`src/rtl/efp_pkg.sv`:
```
package efp_pkg;

	// pool geometry
	localparam int SLOTS  = 256;
	localparam int SLOT_W = 8;
	localparam int CNT_W  = 9;
	localparam int Q_W    = 16;

	// request kinds carried on s_tuser
	typedef enum logic [1:0] {
		REQ_CREATE = 2'd0,
		REQ_TICK   = 2'd1,
		REQ_READ   = 2'd2,
		REQ_NONE   = 2'd3
	} req_t;

	// one slot as stored in the slot memory
	typedef struct packed {
		logic [15:0] life;
		logic [31:0] birth;
		logic [31:0] color;
		logic [15:0] size;
		logic [31:0] xpos;
		logic [31:0] ypos;
	} slot_t;

	// one result item
	typedef struct packed {
		logic [CNT_W-1:0]  live_count;
		logic [15:0]       out_scale;
		logic [31:0]       out_color;
		logic [31:0]       out_y;
		logic [31:0]       out_x;
		logic              slot_live;
		logic [SLOT_W-1:0] slot_out;
		logic              accepted;
	} res_t;

	// divider handshake toward the sequencer
	typedef struct packed {
		logic           done;
		logic [Q_W-1:0] quot;
	} div_rsp_t;

endpackage

```
`src/rtl/efp_div.sv`:
```
// Bit-serial restoring divider: quot = floor(num * 2^16 / den), num < den.
module efp_div import efp_pkg::*; (
	input  logic           clk,
	input  logic           arst_n,
	input  logic           start,
	input  logic [Q_W-1:0] num,
	input  logic [Q_W-1:0] den,
	output div_rsp_t       rsp
);

	logic [Q_W:0]     rem_q;
	logic [Q_W-1:0]   quot_q;
	logic [Q_W-1:0]   den_q;
	logic [4:0]       step_q;
	logic             busy_q;
	logic             done_q;
	logic [Q_W+1:0]   rem2;
	logic             ge;

	// one quotient bit per cycle
	assign rem2 = {rem_q, 1'b0};
	assign ge   = rem2 >= {2'b00, den_q};

	always_ff @(posedge clk or negedge arst_n) begin
		if (!arst_n) begin
			busy_q <= 1'b0;
			done_q <= 1'b0;
			step_q <= '0;
		end else begin
			done_q <= 1'b0;
			if (start) begin
				busy_q <= 1'b1;
				step_q <= 5'(Q_W);
			end else if (busy_q) begin
				step_q <= step_q - 5'd1;
				if (step_q == 5'd1) begin
					busy_q <= 1'b0;
					done_q <= 1'b1;
				end
			end
		end
	end

	always_ff @(posedge clk) begin
		if (start) begin
			rem_q  <= {1'b0, num};
			den_q  <= den;
			quot_q <= '0;
		end else if (busy_q) begin
			rem_q  <= ge ? (Q_W+1)'(rem2 - {2'b00, den_q}) : rem2[Q_W:0];
			quot_q <= {quot_q[Q_W-2:0], ge};
		end
	end

	assign rsp.done = done_q;
	assign rsp.quot = quot_q;

endmodule
```
`config.mk`:
```
export PLATFORM = sky130hd
export DESIGN_NAME = efp_div
export DESIGN_NICKNAME = d
export VERILOG_FILES = /design/src/rtl/efp_pkg.sv /design/src/rtl/efp_div.sv
export SDC_FILE = /design/constraint.sdc
export NUM_CORES = 1
export LEC_CHECK = 0
export BUFFER_PORTS_ARGS = -buffer_cell sky130_fd_sc_hd__clkbuf_2
export CAP_MARGIN = 30
export CORE_MARGIN = 5
export CORE_UTILIZATION = 50
export CTS_CLUSTER_SIZE = 12
export DETAILED_ROUTE_END_ITERATION = 6
export GPL_ROUTABILITY_DRIVEN = 0
export PLACE_DENSITY_LB_ADDON = 0.12
export SLEW_MARGIN = 40
export SYNTH_ARGS = -nofsm -noshare
export SYNTH_HDL_FRONTEND = slang
export SYNTH_SLANG_ARGS = --single-unit
```
`constraint.sdc`:
```
create_clock -name clk -period 2.53 [get_ports clk]
set_input_delay 0.1265 -clock clk [delete_from_list [all_inputs] [get_ports clk]]
set_output_delay 0.1265 -clock clk [all_outputs]
set_load 0.005 [all_outputs]
```
Word level (Yosys, flattened, before mapping)
Cells that the tools add are included.
{"block": "classes", "muxes": 11, "n_addsub": 2, "magnitude_cmp": 1, "n_reduce_logical": 1, "eq_ne": 1}
{"cell": "$mux 16", "count": 2}
{"cell": "$ge 18x16->1", "count": 1}
{"cell": "$mux 17", "count": 1}
{"cell": "$sub 17x16->17", "count": 1}
{"cell": "$mux 5", "count": 2}
{"cell": "$mux 1", "count": 6}
{"cell": "$eq 5x1->1 const B", "count": 1}
{"cell": "$sub 5x1->5 const B", "count": 1}
{"cell": "$reduce_bool 2->1", "count": 1}
{"block": "totals", "out_inout_bits": 17, "regBits": 56, "input_bits": 35, "wordCells": 23}

Logic depth before layout (Yosys ltp)
Gate-level depths: netlist (run 1).
{"block": "depth", "ltp_word": 4, "mapped_depth": 11, "mapped_depth_nobuf": 9}

Worst setup path after synthesis (run 1)
No wires, ideal clock.
{"block": "synth_timing", "path_kind": "register to register", "from": "register rem_q[1]", "to": "register rem_q[9], data pin", "setup_ns": 0.261, "path_buffers": 1, "setup_slack_ns": 0.148, "t_arrival_ns": 2.121, "path_stages_with_launch": 9, "period_less_slack_ns": 2.382, "required_time_ns": 2.269, "cell_sequence": "edfxtp_1 -> ha_1 -> nor2b_4 -> o31a_4 -> o211a_1 -> a211oi_2 -> buf_6 -> nor2_2 -> a221o_1"}
{"block": "synth_via", "elab_chain_cells": 4, "word_cells_on_any_way": 5, "classes_between": "add/sub: 1; order compare: 1; mux: 3"}
{"element": "start: declaration", "line": "efp_div.sv:11", "source": "logic [Q_W:0] rem_q;"}
{"element": "start signal: assignment", "line": "efp_div.sv:46", "source": "rem_q <= {1'b0, num};"}
{"element": "start signal: assignment", "line": "efp_div.sv:50", "source": "rem_q <= ge ? (Q_W+1)'(rem2 - {2'b00, den_q}) : rem2[Q_W:0];"}
{"element": "$sub 17x16->17 / $ge 18x16->1 (equally long branches)", "line": "efp_div.sv:50, efp_div.sv:22"}
{"element": "$mux 17 (*)", "line": "efp_div.sv:50"}
{"element": "$mux 16 (*)", "line": "efp_div.sv:49", "source": "end else if (busy_q) begin"}
{"element": "$mux 16 (*)", "line": "efp_div.sv:45", "source": "if (start) begin"}
Mark *: on every way between the ends. The rest lies on a longest branch, timed or not. The select of a mux whose other input is x is not followed.
A chain may end at the register's enable or synchronous reset.

Worst setup path after layout (run 1)
{"block": "layout_timing", "from": "register den_q[1]", "to": "register rem_q[13], data pin"}
{"block": "layout_via", "elab_chain_cells": 4, "word_cells_on_any_way": 5, "classes_between": "add/sub: 1; order compare: 1; mux: 3"}
{"element": "start: declaration", "line": "efp_div.sv:13", "source": "logic [Q_W-1:0] den_q;"}
{"element": "start signal: assignment", "line": "efp_div.sv:47", "source": "den_q <= den;"}
{"element": "$sub 17x16->17 / $ge 18x16->1 (equally long branches)", "line": "efp_div.sv:50, efp_div.sv:22"}
{"element": "$mux 17 (*)", "line": "efp_div.sv:50"}
{"element": "$mux 16 (*)", "line": "efp_div.sv:49"}
{"element": "$mux 16 (*)", "line": "efp_div.sv:45"}
Marked as above.

==> results.md, run 1 <==
- The required arrival time at the worst endpoint is 2.62 ns.
- The first global-routing pass estimated 12,600 µm of wire.
- The final route contains 2,678 vias.
- STA classifies the critical path endpoint as a register.
- The worst-case clock skew is 0.00918 ns.
- Measured on the finished design, the core utilization comes to 0.636.
- The slew at the pin closest to its max-slew limit is 0.490 ns.
- For this run, the register share of the synthesized area comes to 0.459.
- The count of non-filler cells in the finished layout is 482.
- The dominant combinational cell family by area after synthesis is compound AO/OA/AOI/OAI gates.
- The routed length per placed instance is 15.7 µm.
- After synthesis, the mean cell area works out to 9.99 µm².
- The analysis attributes to cell leakage a power of 0.00187 µW.
- The fraction of the mapped netlist area in compound gates is 0.166.
- The flow ran to the end, and the final reports show no timing, DRC or antenna violations.
- Pin placement for this block handled 52 I/O pins.
- Including well taps, the total number of placed cells is 455.
- The initial utilization of the core area, before any placement, comes to 0.510.
- Measured along the y axis, the die boundary spans 90.2 µm.
- In this run the worst path has a maximum fanout of 8.
- Derived from the worst setup path, the maximum achievable clock frequency is 410 MHz.
- The floorplan step defined a die boundary enclosing 8140 µm².
- Sorting the synthesized cells by area gives the leading types as edfxtp_1, dfxtp_1, ha_1.
- The share of flip-flops with an asynchronous set or reset after synthesis is 0.125.
- The placeable core region is 6310 µm².
- The number of enable-type register cells in the synthesized netlist is 32.
- Of the total synthesized cell area, the portion taken by AND, OR, NAND and NOR gates is 0.156.
- The number of buffers on the longest clock path is 2.
- The detailed placement HPWL is 5600 µm.
- Once detail routing completed, the nets flagged for antenna violations numbered 0.
- The number of violations of the max-capacitance limit is 0.
- The tightest min-delay check is of the primary input to register type.
- The count of synthesis-stage warnings from yosys is 0.
- The first-pass iteration count of the detailed router is 4.
- The most used flip-flop cell after synthesis is edfxtp_1.
- The post-synthesis adder-cell area fraction is 0.0762.
- From left edge to right edge, the die measures 90.2 µm.
- For this design, the sink count on the clock tree is 56.
- After routing the design area is 4010 µm².
- Power spread over the standard cell area amounts to 1020 nW/µm².
- The number of I/O port buffers is 51.
- The worst setup path is launched from a register.
- The initial antenna violation count is 0.
- The final count of pins violating max slew is 0.
- STA puts the critical path data arrival time at 2.53 ns.
- The detailed router finished its first iteration with 168 violations.
- Dividing the final minimum period by the clock period gives 0.965.
- Setup total negative slack on the finished layout was measured at 0 ns.
- The number of hold-slack violations in the final timing report is 0.
- The number of global-route vias before repair is 2,663.
- Setup violations remaining at the end of the flow were counted as 0.
- The final layout contains routed wiring with a total length of 7570 µm.
- The fraction of synthesized cell area taken by the top area cell type is 0.299.
- The count of antenna diodes in the layout is 0.
- The classification of the worst setup path is register to register.
- Global routing finished with a remaining overflow of 0.
- The critical path's slowest cell is or4b_1.
- After synthesis the cells add up to 3220 µm².
- The post-layout minimum cycle time is 2.44 ns.
- The post-synthesis net count is 376.
- The number of vias per cell after detailed routing is 5.56.
- The aggregate global-route resource usage is 0.185.
- edfxtp_1 takes more of the synthesized area than any other cell.
- The floorplan has 29 rows.
- The proportion of synthesized area in mux cells is 0.0599.
- The peak supply drop is 533 µV.
- The TritonCTS buffer count is 5.
- For this run, the slowest stage of the critical path takes 0.48 ns.
- The clock reaches the later pin of the worst-skew pair after 0.32 ns.
- Of the total synthesized cell area, the portion taken by XOR and XNOR cells is 0.0245.
- The H-tree depth is 2.
- The cell count after synthesis came out at 322.
- In the routed design, unresolved DRC markers number 0.
- The final layout net count is 458.
- The proportion of layout cells with a drive suffix above 1 is 0.262.
- Clock tree synthesis selected as its root buffer the cell clkbuf_8.
- Clock-pin slew was measured on the worst setup and hold paths at 0.11 ns.
- Compared with the post-synthesis result, the final layout area differs by 24.7%.
- Summing all placed instances gives a cell area of 3650 µm².
- Setup repair after global routing could not meet its margin everywhere.
- The pin count of the biggest net entering global routing is 30.
- After synthesis the netlist holds a flip-flop and latch count of 56.
- Headroom to the max-slew limit came out at 0.673.
- Traced cell by cell, the critical path runs through fa_2 -> nor2b_4 -> o31a_4 -> o211a_1 -> a211oi_2 -> buf_4 -> or4b_1 -> and3_1.
- The post-synthesis cell type count is 62.
- The TritonCTS clock tree is built.
==> path summary, 6_finish.rpt <==
path,start,to,slack (ns),cells past startpoint
setup reg to reg,den_q[1],rem_q[13],0.09,8
min in group asynchronous,arst_n,step_q[1],0.17,2
max in group asynchronous,arst_n,step_q[4],2.20,2
setup / recovery,den_q[1],rem_q[13],0.09,8
hold reg to reg,rem_q[16],rem_q[16],0.51,2
hold / removal,num[1],rem_q[1],0.11,2
==> metrics by stage <==
stage	worst slack (ns)	power (µW)	hold slack (ns)
floorplan	0.148	2820	-0.169
global placement	0.0485	3390	-0.0295
detailed placement	-0.0280	3430	-0.0288
CTS	0.0245	3980	0.109
global route	-0.0296	4410	0.121
finish	0.0886	4090	0.115
==> cell usage after synthesis (all sizes together), types with 3 or more instances <==
library cell / n
ha: 18
a21o: 5
o21a: 4
edfxtp: 32
dfxtp: 17
o211ai: 3
and3: 4
mux2i: 17
or3: 4
a221o: 4
nand2: 17
a31oi: 8
buf: 11
xnor2: 7
clkbuf: 8
nand3: 12
nor2b: 3
nor2: 46
dfrtp: 7
inv: 24
a211oi: 3
nor3: 4
a21oi: 16
o21ai: 7
a2bb2oi: 6
==> where the power goes <==
| group | switching [µW] | leakage [µW] | internal [µW] | total (µW) |
|---|---|---|---|---|
| Sequential | 154 | 0.000547 | 1210 | 1360 |
| Combinational | 1140 | 0.00127 | 1080 | 2220 |
| Clock | 311 | 0.0000485 | 199 | 510 |
| Total | 1610 | 0.00187 | 2480 | 4090 |
==> kinds of logic after synthesis <==
| family | Yosys count |
|---|---|
| xor gates and xnor gates | 9 |
| adders and majority gates | 19 |
| AOI/OAI and AO/OA | 73 |
| muxes | 19 |
| and+or+nand+nor | 103 |
| buffers and inverters | 43 |
| DFF | 56 |
==> per-layer routing <==
| metal | share of wire | vias up | track usage |
|---|---|---|---|
| met3 | 0.049 | 11 | 0.0376 |
| met4 | 0.013 | 0 | 0.0459 |
| met2 | 0.50 | 65 | 0.314 |
| li1 | - | 1331 | - |
| met5 | 0 | - | 0 |
| met1 | 0.44 | 1271 | 0.240 |
==> cell type report <==
class	instances	area (µm²)
Multi-Input combinational cell	223	1640
Inverter	24	90.1
Tap cell	77	96.3
Timing Repair Buffer	94	621
Clock buffer	5	68.8
Sequential cell	56	1480
Clock inverter	3	22.5
Fill cell	550	2300
==> worst max-delay path, delay by kind of cell (launching register included) <==
family	cells	cell delay [ns]
AOI/OAI and AO/OA	3	0.39
adders and majority gates	1	0.44
buffers and inverters	1	0.18
DFF	1	0.44
and+or+nand+nor	3	0.76
==> state kept, by name (all words and copies together), names as in the netlist <==
| register | flops |
|---|---|
| rem_q | 17 |
| quot_q | 16 |
| den_q | 16 |
| busy_q | 1 |
| done_q | 1 |
| step_q | 5 |
==> cell usage in the layout, fill, tap and decap left out, types with 2 or more instances in the layout <==
cell type      synthesis  final
nand3_1               12     12
edfxtp_1              32     32
a21oi_1               16     15
a21o_1                 5      5
clkbuf_8               0      5
nand4_1                2      2
a31oi_1                8      8
dfrtp_1                7      7
nor2_1                45     45
o211ai_1               3      3
or3_1                  4      4
clkbuf_2               0     51
mux2_2                 2      2
and3_1                 4      4
a221o_1                4      4
o21a_1                 4      4
nor3_1                 4      3
inv_1                 24     24
a2bb2oi_1              6      6
nor2b_1                2      2
xnor2_1                7      7
dlygate4sd3_1          0     17
and2_1                 2      2
nor4b_1                2      2
xor2_1                 2      2
mux2i_1               17     17
dfxtp_1               17     17
buf_4                  2     26
ha_4                   0      5
o21ai_1                2      2
nand2_1               17     17
o21ai_0                5      5
ha_2                   0      2
ha_1                  18     11
a211oi_1               2      2
==> what timing repair did <==
| item | in CTS | in global routing |
|---|---|---|
| hold buffers | 17 | 0 |
| resized for setup | 1 | 11 |
| endpoints found under the hold margin | 23 | 0 |
| setup buffers | 0 | 2 |
| pin swaps | 0 | 6 |
| cloned | 0 | 0 |
| setup endpoints to repair | 1 | 11 |
Power figures use the tool's default switching activity.
==> run 2: changes to the inputs <==
Settings changed: RECOVER_POWER set to 50.
==> run 2 against run 1 <==
Compared with the run above: flip-flop and latch count unchanged; sequential share of layout area up 0.15 points; utilization shrank 0.26 points; global-route usage unchanged; final area fell by 0.41%; setup slack hardly changed; first-iteration DRC count up 0.60%; critical path type unchanged; clock power hardly changed; die area unchanged; clock skew rose by 0.00060 ns.
==> results.md, run 2 (synthesized netlist as in run 1, its figures left out) <==
- The flow ran to the end, and the final reports show no timing, DRC or antenna violations.
- The destination of the worst hold path is rem_q[9].
- The area growth from synthesis to layout is 24.2%.
- The leakage component of the power was 0.00183 µW (-2.0%).
- The required arrival time at the worst endpoint is 2.62 ns (about the same).
- The aggregate routed wire length is 7550 µm (-0.22%).
- The share of total power in the clock network is 0.125 (about the same).
- The register ranked first by flip-flop count is rem_q.
- The antenna violation net count after detailed routing is 0 (unchanged).
- The TritonCTS clock tree is built.
- The starting density of the core is 0.510 (unchanged).
- The root buffer cell is clkbuf_8.
- The startpoint identified for the worst hold timing path is num[9].
- The total clock sinks is 56 (unchanged).
- The TritonCTS buffer count is 5 (unchanged).
- The vias after detailed routing is 2,666 (-0.45%).
- The first-pass iteration count of the detailed router is 4 (unchanged).
- The maximum fanout count along the critical path was 8 (unchanged).
- The worst-skew pair later-pin latency is 0.32 ns (about the same).
- The library cell used most frequently in the layout, excluding fill and tap cells, is nor2_1.
- The aggregate global-route resource usage is 0.185 (unchanged).
- The kind of path behind the tightest hold check is primary input to register.
- The number of global-route vias before repair was 2,663 (unchanged).
- The routed length per placed instance is 15.7 µm (-0.22%).
- The wire length of the first global-routing pass is 12,600 µm (unchanged).
- The DRC marker count from the first detailed-route iteration is 169 (+0.60%).
- The pin count of the biggest net entering global routing came to 30 (unchanged).
- The share of the cycle needed by the critical path after routing was 0.965 (about the same).
- The clock slew seen by the registers of the worst setup and hold paths is 0.11 ns (about the same).
- The number of I/O port buffers is 51 (unchanged).
- The count of antenna diodes in the layout is 0 (unchanged).
- The classification of the worst setup path is register to register.
- The post-placement cell area is 3650 µm² (unchanged).
- The combinational share of power is 0.542 (about the same).
- The design internal power came to 2480 µW (-0.11%).
- The slew at the pin closest to its max-slew limit is 0.572 ns (+0.0824 ns).
- The initial antenna violation count was 0 (unchanged).
- The path depth of the worst reg2reg path came to 8 (unchanged).
- The number of violations of the max-capacitance limit is 0 (unchanged).
- The largest registers in the layout are rem_q x17, den_q x16, quot_q x16.
- The worst-case clock skew is 0.00978 ns (+0.000598 ns).
- The maximum achievable frequency is 410 MHz (about the same).
- The worst hold margin is 0.111 ns (-0.00415 ns).
- The reg2reg setup slack is 0.09 ns (about the same).
- The detailed placement HPWL was 5600 µm (unchanged).
- The final instance area is 4000 µm² (-0.41%).
- The final count of pins violating max slew is 0 (unchanged).
- The worst setup path is captured at a register.
- The number of buffers on the longest clock path is 2 (unchanged).
- The share of total power in sequential cells was 0.333 (about the same).
- The post-detailed-route DRC marker count is 0 (unchanged).
- The H-tree depth is 2 (unchanged).
- Setup repair after global routing could not meet its margin everywhere.
- The power spent charging and discharging nets is 1610 µW (about the same).
- The total global routing overflow came to 0 (unchanged).
- The worst register-to-register path ends at rem_q[13].
- The sort of element at the start of the critical path is a register.
- The setup violation total in the final timing report is 0 (unchanged).
- The post-layout minimum cycle time came to 2.44 ns (+0.000185 ns).
- The number of hold-slack violations in the final timing report is 0 (unchanged).
- The peak supply drop came to 534 µV (+0.15%).
- The hold path depth came to 2 (unchanged).
- The power density over the cells was 1020 nW/µm² (+0.31%).
- The filler cell count was 551 (+0.18%).
- The number of flip-flops under the largest register name is 17 (unchanged).
- The final layout net count is 458 (unchanged).
- The worst register-to-register path begins at den_q[1].
- The proportion of layout cells with a drive suffix above 1 is 0.235 (-0.0272).
- The chip width is 90.2 µm (unchanged).
- The number of core rows was 29 (unchanged).
- The placeable core region was 6310 µm² (unchanged).
- The number of vias per cell after detailed routing is 5.53 (-0.45%).
- The number of primary I/O pins is 52 (unchanged).
- In the layout the commonest cells are nor2_1, clkbuf_2, edfxtp_1, buf_4, inv_1.
- The relative slew slack is 0.619 (-0.0546).
- The area of the die is 8140 µm² (unchanged).
- The worst path arrival time is 2.53 ns (about the same).
- The height of the chip is 90.2 µm (unchanged).
- The overall power is 4090 µW (about the same).
- The switching power share of the total is 0.393 (about the same).
run 2: cell count changes in the layout (fill, tap and decap cells not counted), sizes merged:
cell,previous run,this run
clkbuf,56,57
buf,26,25
run 2: what timing repair did:
item                                    CTS  global route
setup buffers                             0             2
pin swaps                                 0             6
resized for setup                         1            11
endpoints found under the hold margin    23             0
hold buffers                             17             0
endpoints found under the setup margin    1            11
run 2: worst max-delay path by stage:
stage | start | end | cells past startpoint
global placement | den_q[0] | rem_q[13] | 8
global route | rem_q[10] | rem_q[13] | 8
detailed placement | den_q[0] | rem_q[13] | 8
finish | den_q[1] | rem_q[13] | 8
CTS | rem_q[8] | rem_q[13] | 8
floorplan | rem_q[1] | rem_q[9] | 8
run 2: final cells by class:
class | count | area (µm²) | share of cell area
Clock buffer | 5 | 68.8 | 0.0172
Clock inverter | 3 | 22.5 | 0.00564
Multi-Input combinational cell | 223 | 1640 | 0.410
Timing Repair Buffer | 94 | 604 | 0.151
Inverter | 24 | 90.1 | 0.0225
Tap cell | 77 | 96.3 | 0.0241
Sequential cell | 56 | 1480 | 0.369
run 2: per-layer routing:
metal	global-route usage	vias to the layer above	routed length (µm)
met5	0	-	0
met3	0.0376	10	390
met4	0.0459	0	104
li1	-	1335	-
met1	0.240	1256	3280
met2	0.314	65	3770
run 2: through the flow:
| stage | std cells | setup TNS, ns | utilization | worst slack [ns] |
|---|---|---|---|---|
| final | 482 | 0 | 0.633 | 0.0884 |
| after global routing | 482 | -0.0296 | 0.633 | -0.0296 |
| after floorplan | 322 | 0 | - | 0.148 |
| after CTS | 480 | 0 | 0.620 | 0.0245 |
| after detailed placement | 455 | -0.0280 | 0.578 | -0.0280 |
| after global placement | 455 | 0 | 0.578 | 0.0485 |
run 2: critical path, stage by stage, from the launching register on:
cell and delay [ns]:
edfxtp_1 0.44, fa_2 0.44, nor2b_4 0.13, o31a_4 0.16
o211a_1 0.18, a211oi_2 0.05, buf_4 0.18, or4b_1 0.48
and3_1 0.15
run 2: power groups by stage:
stage                     registers, µW  logic [µW]  clock network [µW]
final                              1360        2220                 512
after global routing               1390        2450                 565
after CTS                          1340        2100                 530
after detailed placement           1360        2060                   0
after global placement             1360        2030                   0
after floorplan                    1310        1500                   0
